===== src/rtl/core/djb2dr_pkg.sv =====
`timescale 1ns / 1ps

package djb2dr_pkg;

  // Password length and the number of character fields on the result port
  localparam int PASS_CHARS = 6;
  localparam int NUM_OUT    = 6;

  // Rounds whose character reaches the result port
  localparam int NUM_DIG    = (PASS_CHARS < NUM_OUT) ? PASS_CHARS : NUM_OUT;

  localparam int DIGIT_W    = 6;
  localparam int HASH_W     = 64;

  typedef logic [DIGIT_W-1:0] digit_t;
  typedef logic [7:0]         char_t;
  typedef logic [HASH_W-1:0]  hash_t;

  localparam hash_t  DJB_SEED = 64'd5381;
  localparam digit_t OFFS_MUL = 6'd61;

  // Reduction request: the six-bit digits of the folded hash above the
  // lowest one, and the per-step offset
  typedef struct packed {
    logic [NUM_DIG*DIGIT_W-1:0] digits;
    digit_t                     offs;
  } red_req_t;

  // Standard base64 alphabet: A-Z, a-z, 0-9, '+', '/'
  function automatic char_t b64_char(input digit_t v);
    char_t c;
    if (v < 6'd26) begin
      c = 8'(v) + 8'd65;
    end else if (v < 6'd52) begin
      c = 8'(v) + 8'd71;
    end else if (v < 6'd62) begin
      c = 8'(v) - 8'd4;
    end else if (v == 6'd62) begin
      c = 8'd43;
    end else begin
      c = 8'd47;
    end
    return c;
  endfunction

endpackage


===== src/rtl/core/djb2dr_fold.sv =====
`timescale 1ns / 1ps

module djb2dr_fold (
  input  logic                 clk,
  input  logic                 rst_n,
  input  logic                 take,
  input  logic [7:0]           data_byte,
  input  logic                 last,
  output djb2dr_pkg::hash_t    acc
);
  import djb2dr_pkg::*;

  hash_t hash_r;
  hash_t hash_nxt;

  // hash * 33 plus the byte taken as a signed char, wrapping at 64 bits
  assign acc = (hash_r << 5) + hash_r + {{(HASH_W-8){data_byte[7]}}, data_byte};

  // Return to the seed once a message closes
  assign hash_nxt = last ? DJB_SEED : acc;

  always_ff @(posedge clk) begin
    if (!rst_n) begin
      hash_r <= DJB_SEED;
    end else if (take) begin
      hash_r <= hash_nxt;
    end
  end

endmodule


===== src/rtl/core/djb2dr_reduce.sv =====
`timescale 1ns / 1ps

module djb2dr_reduce (
  input  logic                  clk,
  input  logic                  rst_n,
  input  logic                  load_valid,
  output logic                  load_ready,
  input  djb2dr_pkg::red_req_t  load_req,
  output logic                  out_valid,
  input  logic                  out_ready,
  output djb2dr_pkg::char_t     chars [djb2dr_pkg::NUM_OUT]
);
  import djb2dr_pkg::*;

  logic     s1_valid_r;
  logic     s1_valid_nxt;
  red_req_t s1_req_r;
  logic     s1_adv;
  logic     out_valid_r;
  logic     out_valid_nxt;
  char_t    chars_r   [NUM_OUT];
  char_t    chars_nxt [NUM_OUT];

  // Advance the held request when the result register is free or drains
  assign s1_adv     = s1_valid_r && (!out_valid_r || out_ready);
  assign load_ready = !s1_valid_r || s1_adv;

  always_comb begin
    s1_valid_nxt = s1_valid_r;
    if (load_valid && load_ready) begin
      s1_valid_nxt = 1'b1;
    end else if (s1_adv) begin
      s1_valid_nxt = 1'b0;
    end
  end

  always_comb begin
    out_valid_nxt = out_valid_r;
    if (s1_adv) begin
      out_valid_nxt = 1'b1;
    end else if (out_ready) begin
      out_valid_nxt = 1'b0;
    end
  end

  // Each round's low digit is the next hash digit plus offset plus the
  // carry out of the previous round; only that one carry crosses rounds
  always_comb begin
    logic [DIGIT_W:0] sum;
    logic             carry;
    carry = 1'b0;
    sum   = '0;
    for (int k = 0; k < NUM_OUT; k++) begin
      if (k < NUM_DIG) begin
        sum = {1'b0, s1_req_r.digits[k*DIGIT_W +: DIGIT_W]}
            + {1'b0, s1_req_r.offs} + {{DIGIT_W{1'b0}}, carry};
        chars_nxt[k] = b64_char(sum[DIGIT_W-1:0]);
        carry = sum[DIGIT_W];
      end else begin
        chars_nxt[k] = '0;
      end
    end
  end

  always_ff @(posedge clk) begin
    if (!rst_n) begin
      s1_valid_r  <= 1'b0;
      out_valid_r <= 1'b0;
    end else begin
      s1_valid_r  <= s1_valid_nxt;
      out_valid_r <= out_valid_nxt;
    end
  end

  always_ff @(posedge clk) begin
    if (load_valid && load_ready) begin
      s1_req_r <= load_req;
    end
    if (s1_adv) begin
      chars_r <= chars_nxt;
    end
  end

  assign out_valid = out_valid_r;
  assign chars     = chars_r;

endmodule


===== src/rtl/core/djb2_digest_reduction_top.sv =====
`timescale 1ns / 1ps
// Result: a last_byte request loads the reduction stage, then the result register once
//   that is free or drains. Throughput: one request per cycle while in_ready is high;
//   the 64-bit shift-add fold and the six-round digit carry chain are combinational.
// Reset: rst_n is synchronous, active low; it loads the hash with 5381 and empties
//   the reduction stage and the result register.
module djb2_digest_reduction_top (
  input  logic        clk,
  input  logic        rst_n,
  input  logic        in_valid,
  output logic        in_ready,
  input  logic [7:0]  in_digest_byte,
  input  logic [31:0] in_step_index,
  input  logic        in_last_byte,
  output logic        out_valid,
  input  logic        out_ready,
  output logic [7:0]  out_char_0,
  output logic [7:0]  out_char_1,
  output logic [7:0]  out_char_2,
  output logic [7:0]  out_char_3,
  output logic [7:0]  out_char_4,
  output logic [7:0]  out_char_5
);
  import djb2dr_pkg::*;

  logic     take;
  logic     load_valid;
  logic     load_ready;
  hash_t    acc;
  red_req_t load_req;
  char_t    chars [NUM_OUT];

  // Every request folds into the hash; hold all requests while the
  // reduction stage is full and cannot drain, so the hash never runs ahead
  assign in_ready   = load_ready;
  assign take       = in_valid && in_ready;
  assign load_valid = take && in_last_byte;

  djb2dr_fold u_fold (
    .clk       (clk),
    .rst_n     (rst_n),
    .take      (take),
    .data_byte (in_digest_byte),
    .last      (in_last_byte),
    .acc       (acc)
  );

  // Drop the lowest digit: the hash is sliced above it. Only the step
  // index mod 64 matters, so a 6-bit product gives the offset.
  assign load_req.digits = acc[DIGIT_W +: NUM_DIG*DIGIT_W];
  assign load_req.offs   = digit_t'(in_step_index[DIGIT_W-1:0] * OFFS_MUL);

  djb2dr_reduce u_reduce (
    .clk        (clk),
    .rst_n      (rst_n),
    .load_valid (load_valid),
    .load_ready (load_ready),
    .load_req   (load_req),
    .out_valid  (out_valid),
    .out_ready  (out_ready),
    .chars      (chars)
  );

  assign out_char_0 = chars[0];
  assign out_char_1 = chars[1];
  assign out_char_2 = chars[2];
  assign out_char_3 = chars[3];
  assign out_char_4 = chars[4];
  assign out_char_5 = chars[5];

endmodule

===== config.mk =====
export PLATFORM = sky130hd
export DESIGN_NAME = djb2_digest_reduction_top
export DESIGN_NICKNAME = d
export VERILOG_FILES = /design/src/rtl/core/djb2dr_pkg.sv /design/src/rtl/core/djb2dr_fold.sv /design/src/rtl/core/djb2dr_reduce.sv /design/src/rtl/core/djb2_digest_reduction_top.sv
export SDC_FILE = /design/constraint.sdc
export NUM_CORES = 1
export LEC_CHECK = 0
export BUFFER_PORTS_ARGS = -buffer_cell sky130_fd_sc_hd__buf_2
export CORE_MARGIN = 8
export CORE_UTILIZATION = 63
export CTS_CLUSTER_SIZE = 16
export DETAILED_ROUTE_END_ITERATION = 10
export PLACE_DENSITY_LB_ADDON = 0.1
export SYNTH_ARGS = -nofsm -noshare
export SYNTH_HDL_FRONTEND = slang
export SYNTH_HIERARCHICAL = 1
export SYNTH_SLANG_ARGS = --single-unit

===== constraint.sdc =====
create_clock -name clk -period 11.35 [get_ports clk]
set_clock_uncertainty 0.15 [all_clocks]
set_input_delay 1.7025 -clock clk [delete_from_list [all_inputs] [get_ports clk]]
set_output_delay 1.7025 -clock clk [all_outputs]
set_load 0.05 [all_outputs]

==> results of run 1 <==
-- repair_timing --
action / 4_1_cts / 5_1_grt
endpoints found under the setup margin: 0 / 3
endpoints found under the hold margin: 0 / 0
gates resized for setup: 0 / 0
buffers inserted: 0 / 2
-- power by group through the flow --
| stage | Combinational [mW] | Clock [mW] | Sequential (mW) |
|---|---|---|---|
| after CTS | 2.27 | 0.559 | 0.784 |
| final | 2.30 | 0.548 | 0.782 |
| after global routing | 2.55 | 0.579 | 0.794 |
| after floorplan | 1.71 | 0 | 0.889 |
| after global placement | 2.21 | 0 | 0.792 |
| after detailed placement | 2.25 | 0 | 0.793 |
-- final cells by class --
class | count | area [sq um] | area share, %
multi-input combinational | 900 | 7210 | 58.6
sequential | 134 | 3580 | 29.1
timing repair buffer | 74 | 385 | 3.13
clock buffer | 18 | 439 | 3.57
inverter | 66 | 248 | 2.01
tap | 229 | 287 | 2.33
clock inverter | 14 | 149 | 1.21
-- path summary, 6_finish.rpt --
check | from | endpoint | slack [ns] | depth (start not counted)
worst max-delay path | u_reduce/s1_req_r[1]$_DFFE_PP_ | u_reduce/chars[4]$_DFFE_PP_ | 1.09 | 43
worst min-delay path | u_fold/hash_r[40]$_SDFFE_PN0P_ | u_fold/hash_r[40]$_SDFFE_PN0P_ | 0.36 | 1
worst min register to register | u_fold/hash_r[40]$_SDFFE_PN0P_ | u_fold/hash_r[40]$_SDFFE_PN0P_ | 0.36 | 1
worst max register to register | u_reduce/s1_req_r[1]$_DFFE_PP_ | u_reduce/chars[4]$_DFFE_PP_ | 1.09 | 43
-- registers in the layout, summed over array words and instances (netlist names) --
name	cells
u_reduce/chars	48
u_fold/hash_r	42
u_reduce/s1_req_r	42
u_reduce/out_valid	1
u_reduce/s1_valid_r	1
-- per-stage QoR --
stage	total power, mW	worst slack, ns	std cells
2_1_floorplan	2.60	1.73	1137
4_1_cts	3.61	0.745	1433
6_report	3.63	1.09	1435
3_5_place_dp	3.04	0.775	1401
5_1_grt	3.93	0.271	1435
3_3_place_gp	3.00	0.957	1401
-- routing by layer --
metal  vias up  share of wire [%]  GRT usage, %
met5         -                  0             0
met3        27                5.5          3.05
li1       4277                  -             -
met4         0                1.3          6.97
met2       250                 45          33.1
met1      4129                 48          31.2
-- worst register-to-register path, delay by kind of cell, from the launching register on --
family / cells / cell delay [ns]
fa+ha+maj: 12 / 4.63
compound gates: 19 / 2.95
simple gates: 8 / 1.21
buf+inv: 3 / 0.39
flops: 1 / 0.38
xor+xnor: 1 / 0.29
-- placed cells by master (no fill, tap or decap), types with 7 or more instances in the layout --
cell and instances:
a22o_1 14, nand4_1 10, a211o_1 8, nand3_1 25
xor2_1 28, a21o_1 31, nand2_1 78, dfxtp_1 44
and3_1 10, a21oi_1 104, buf_2 68, and2_1 8
o21ai_0 35, o21a_1 10, nor2b_1 61, inv_1 65
o221ai_1 10, nor3_1 14, ha_1 112, o21ai_1 9
a31oi_1 10, edfxtp_1 90, a211oi_1 7, xnor2_1 39
o22ai_1 11, o21bai_1 12, or3_1 9, mux2i_1 7
clkbuf_16 17, nand2b_1 9, nor2_1 64, fa_1 50
==> metrics.md, run 1 <==
| Metric | Value |
|---|---|
| Hold_buf cts | 0 |
| WL/cell | about 16 microns |
| Initial antenna violation count | 0 |
| Critical path's top delay family | adder cells |
| Vias in the first global route | 8171 |
| P&R area growth vs syn | 9.60% |
| Worst Setup Start Kind | flip-flop |
| CTS Root Cell | clkbuf_16 |
| Status | complete, no violations |
| Final TNS setup | 0 ns |
| Mapped Cells | about 1100 |
| Final Util | 69.4% |
| Drc violations | 0 |
| Die ar. | 22300 sq um |
| Design Area, Final | 12300 sq um |
| Max incr delay on CP | 0.49 ns |
| Most common cell on crit path | fa_1 |
| 1st-iter DRT viols | 606 |
| Width of the chip | 149 microns |
| Via Count | roughly 8700 |
| Post-DP Area | 11700 sq um |
| Worst EP required | 11.37 ns |
| Critical path's slowest cell | fa_1 |
| Max Freq | 97.4 MHz |
| CTS Buffer Depth | 2 |
| Die Y-Extent | 149 microns |
| Overall Global Routing Usage | 21.7% |
| Routed WL | 23600 microns |
| Sink Count | 134 |
| Reg power frac | 21.5% |
| Fin crit share | 90.4% |
| Synth Warn # | 6 |
| Sw power | 1.68 mW |
| Combinational share of power | 63.4% |
| WS Path Type | flip-flop to flip-flop |
| Port Buf Inserts | 68 |
| Core area | approximately 18000 sq um |
| Pint | 1.95 mW |
| DR pass1 iterations | 5 |
| Synth Cell Area | 11200 sq um |
| Syn Area/Cell | 9.87 sq um |
| Largest net degree at the start of global routing | between 40 and 50 |
| Static Leak | 5.24 nW |
| Slew @ Worst Pin | between 0.9 and 1 ns |
| First-pass GRT wire length | 39500 microns |
| Power Density | ~300 nW/um^2 |
| CP Capture Type | flip-flop |
| Clock Latency Late Sink | approximately 0.42 ns |
| Switching part of the total | 46.4% |
| Starting Density | 63.4% |
| Antenna diode count | 0 |
| Avg Vias per Cell | just over 6 |
| Final min period | 10.26 ns |
| Final net count | 1400 |
| # setup viols final | 0 |
| Post-route ant nets | 0 |
| HPWL Detailed | around 18000 microns |
| Clk network pwr share | 15.1% |
| Clock transition at the registers of the reported paths | around 0.06 ns |
| Max-cap violations | 0 |
| Worst hold path class | flip-flop to flip-flop |
| Site Rows | 49 |
| Hold slack | 0.356 ns |
| Relative slew slack | 36.8% |
| Top Ports | 95 |
| Fraction of layout cells with a size suffix above 1 | 13.3% |
| CP max FO | 9 |
| RSZ-0062 raised after global routing | no |
| Worst Path Buf+Inv | 3 |
| RePlAce Congestion | 0.910 |
| CTS tree | done |
| Mapped Nets | 1344 |
| Fill count | 1381 |
| H-tree depth | 4 |
| Slew Viols, Final | 0 |
| Arrival time at the worst endpoint | between 10 and 15 ns |
| CTS buffer count | 17 |
| Hold Fails Final Rpt | 0 |
| Total grt overflow | 0 |
| Worst IR Drop VDD | 145 uV |
Note: power is estimated with default switching activity, not from simulation.
==> run 2, diff against run 1 <==
Settings changed: ABC_AREA set to 1, CORE_UTILIZATION 63 to 58.
Clock period 11.35 ns to 9.2 ns, I/O delays scaled along.
==> run 2 against run 1 <==
  * Die area rose by 22%
  * First-iteration DRC count fell by 2.3%
  * Setup slack got worse by 0.53 ns
  * Wire length rose by 23%
  * Final cell count rose by 52%
  * Hold slack got worse by 0.027 ns
  * Maximum frequency rose by 19%
  * Highest routed layer unchanged
==> metrics.md, run 2 <==
| Metric | Value |
|---|---|
| Clk network pwr share | 15.5% (+0.4 points) |
| Antenna diode count | 0 (unchanged) |
| Sw power | 2.14 mW (+27%) |
| Via Count | 11023 (+27%) |
| Largest register FFs | 48 (unchanged) |
| Mapped Cells | 1809 (+59%) |
| WL/cell | 13.4 microns (-19%) |
| Power Density | 304 nW/um^2 (+2.9%) |
| Worst slack at placement | 0.345 ns (-0.430 ns) |
| Worst hold path class | flip-flop to flip-flop |
| Slew @ Worst Pin | 0.950 ns (+0.00404 ns) |
| Post-route ant nets | 0 (unchanged) |
| Relative slew slack | 36.5% (-0.29 points) |
| Fill count | 1940 (+40%) |
| Core area | 21800 sq um (+23%) |
| HPWL Detailed | 23600 microns (+28%) |
| Top Ports | 95 (unchanged) |
| Routed WL | 29100 microns (+23%) |
| Met2 routed WL | 13500 microns (+27%) |
| CTS buffer count | 17 (unchanged) |
| Clock transition at the registers of the reported paths | 0.06 ns (about the same) |
| Starting Density | 59.2% (-4.2 points) |
| Slew Viols, Final | 0 (unchanged) |
| CP Capture Type | flip-flop |
| Reg power frac | 21.7% (+0.2 points) |
| Design Area, Final | 14200 sq um (+15%) |
| Pint | 2.18 mW (+12%) |
| Final min period | 8.64 ns (-1.62 ns) |
| Switching part of the total | 49.6% (+3.2 points) |
| Most frequent cells in the layout | 644 x nand2_1, 331 x inv_1, 111 x ha_1 |
| Clock Latency Late Sink | 0.42 ns (about the same) |
| Synth Cell Area | 12900 sq um (+15%) |
| Worst EP required | 9.22 ns (-2.15 ns) |
| Post-route insts no fill | 2180 (+52%) |
| Syn Area/Cell | 7.14 sq um (-28%) |
| Vias in the first global route | 10511 (+29%) |
| Fraction of layout cells with a size suffix above 1 | 13.0% (-0.35 points) |
| Max Freq | 116 MHz (+19%) |
| First-pass GRT wire length | 49200 microns (+24%) |
| Status | complete, no violations |
| WS Path Type | flip-flop to flip-flop |
| Critical Path Source | u_reduce/s1_req_r[0]$_DFFE_PP_ |
| Final net count | 2094 (+50%) |
| Total grt overflow | 0 (unchanged) |
| Site Rows | 54 (+10%) |
| Combinational share of power | 62.8% (-0.6 points) |
| Arrival time at the worst endpoint | 8.66 ns (-1.62 ns) |
| Most common cell on crit path | nand2_1 |
| Hold Fails Final Rpt | 0 (unchanged) |
| Synth Warn # | 6 (unchanged) |
| Worst reg2reg setup slack | 0.56 ns (-0.53 ns) |
| 1st-iter DRT viols | 592 (-2.3%) |
| Fin crit share | 94.0% (+3.5 points) |
| Die Y-Extent | 165 microns (+11%) |
| Die ar. | 27300 sq um (+22%) |
| CP max FO | 8 (-1) |
| Worst IR Drop VDD | 150 uV (+3.6%) |
| Drc violations | 0 (unchanged) |
| Hold_sp | u_fold/hash_r[41]$_SDFFE_PN0P_ |
| RePlAce Congestion | 0.955 (+4.9%) |
| Overall power | 4.32 mW (+19%) |
| # setup viols final | 0 (unchanged) |
| DR pass1 iterations | 7 (+2) |
| Post-Route M1 WL | 13900 microns (+22%) |
| H-tree depth | 4 (unchanged) |
| Max-cap violations | 0 (unchanged) |
| DR top layer | met4 |
| Avg Vias per Cell | 5.06 (-16%) |
| Port Buf Inserts | 68 (unchanged) |
| Hold slack | 0.329 ns (-0.0265 ns) |
| Commonest non-fill, non-tap cell in the layout | nand2_1 |
| Max incr delay on CP | 0.40 ns (-0.09 ns) |
| Mapped Nets | 2016 (+50%) |
| Critical R2R Launch | u_reduce/s1_req_r[0]$_DFFE_PP_ |
| Width of the chip | 165 microns (+11%) |
| CTS Buffer Depth | 2 (unchanged) |
| Post-DP Area | 13600 sq um (+16%) |
| Placed cells | 2147 (+53%) |
| Initial antenna violation count | 0 (unchanged) |
| Met3 WL post-DR | 1320 microns (+0.99%) |
| Critical path's slowest cell | fa_1 |
| P&R area growth vs syn | 10.1% |
| Worst Setup Start Kind | flip-flop |
| Sink Count | 134 (unchanged) |
| Largest net degree at the start of global routing | 49 (unchanged) |
| CTS Root Cell | clkbuf_16 |
| Worst setup margin | 0.556 ns (-0.530 ns) |
| Overall Global Routing Usage | 22.2% (+0.50 points) |
| Static Leak | 7.46 nW (+42%) |
| CTS tree | done |
run 2: per-layer routing:
| metal | vias to the layer above | GRT usage [%] |
|---|---|---|
| met3 | 35 | 2.45 |
| met5 | - | 0 |
| li1 | 5729 | - |
| met1 | 5024 | 30.1 |
| met4 | 0 | 5.77 |
| met2 | 235 | 37.2 |
run 2: timing repair:
item / 4_1_cts / 5_1_grt
setup endpoints to repair: 0 / 7
hold buffers: 0 / 0
gates resized for setup: 0 / 13
hold endpoints to repair: 0 / 0
setup buffers: 0 / 1
run 2: path summary, 6_finish.rpt:
path	end	cells past startpoint
worst max register to register	u_reduce/chars[0]$_DFFE_PP_	54
worst min-delay path	u_fold/hash_r[41]$_SDFFE_PN0P_	2
worst max-delay path	u_reduce/chars[0]$_DFFE_PP_	54
worst min register to register	u_fold/hash_r[41]$_SDFFE_PN0P_	2
run 2: power by group through the flow:
stage | Combinational, mW | Sequential, mW | Clock [mW]
detailed placement | 2.67 | 0.949 | 0
floorplan | 1.99 | 1.05 | 0
global placement | 2.61 | 0.945 | 0
global route | 3.07 | 0.947 | 0.708
finish | 2.71 | 0.936 | 0.669
CTS | 2.68 | 0.937 | 0.680
run 2: worst max-delay path: cells and delay by family, from the launching register on:
kind            cells  cell delay (ns)
fa+ha+maj          13             4.36
simple gates       25             2.10
buf+inv             9             0.73
compound gates      7             0.66
flops               1             0.36
run 2: area by class of cell:
class,instances,area [sq um],area share (%)
timing repair buffer,74,385,2.71
multi-input combinational,1301,7960,56.0
clock inverter,11,82.6,0.581
sequential,134,3580,25.2
inverter,359,1360,9.55
tap,280,350,2.47
clock buffer,21,497,3.50
run 2: through the flow:
step	util, %	TNS, ns
after floorplan	-	0
after global placement	62.3	0
after detailed placement	62.3	0
after CTS	65.0	0
after global routing	65.1	-0.00374
final	65.1	0
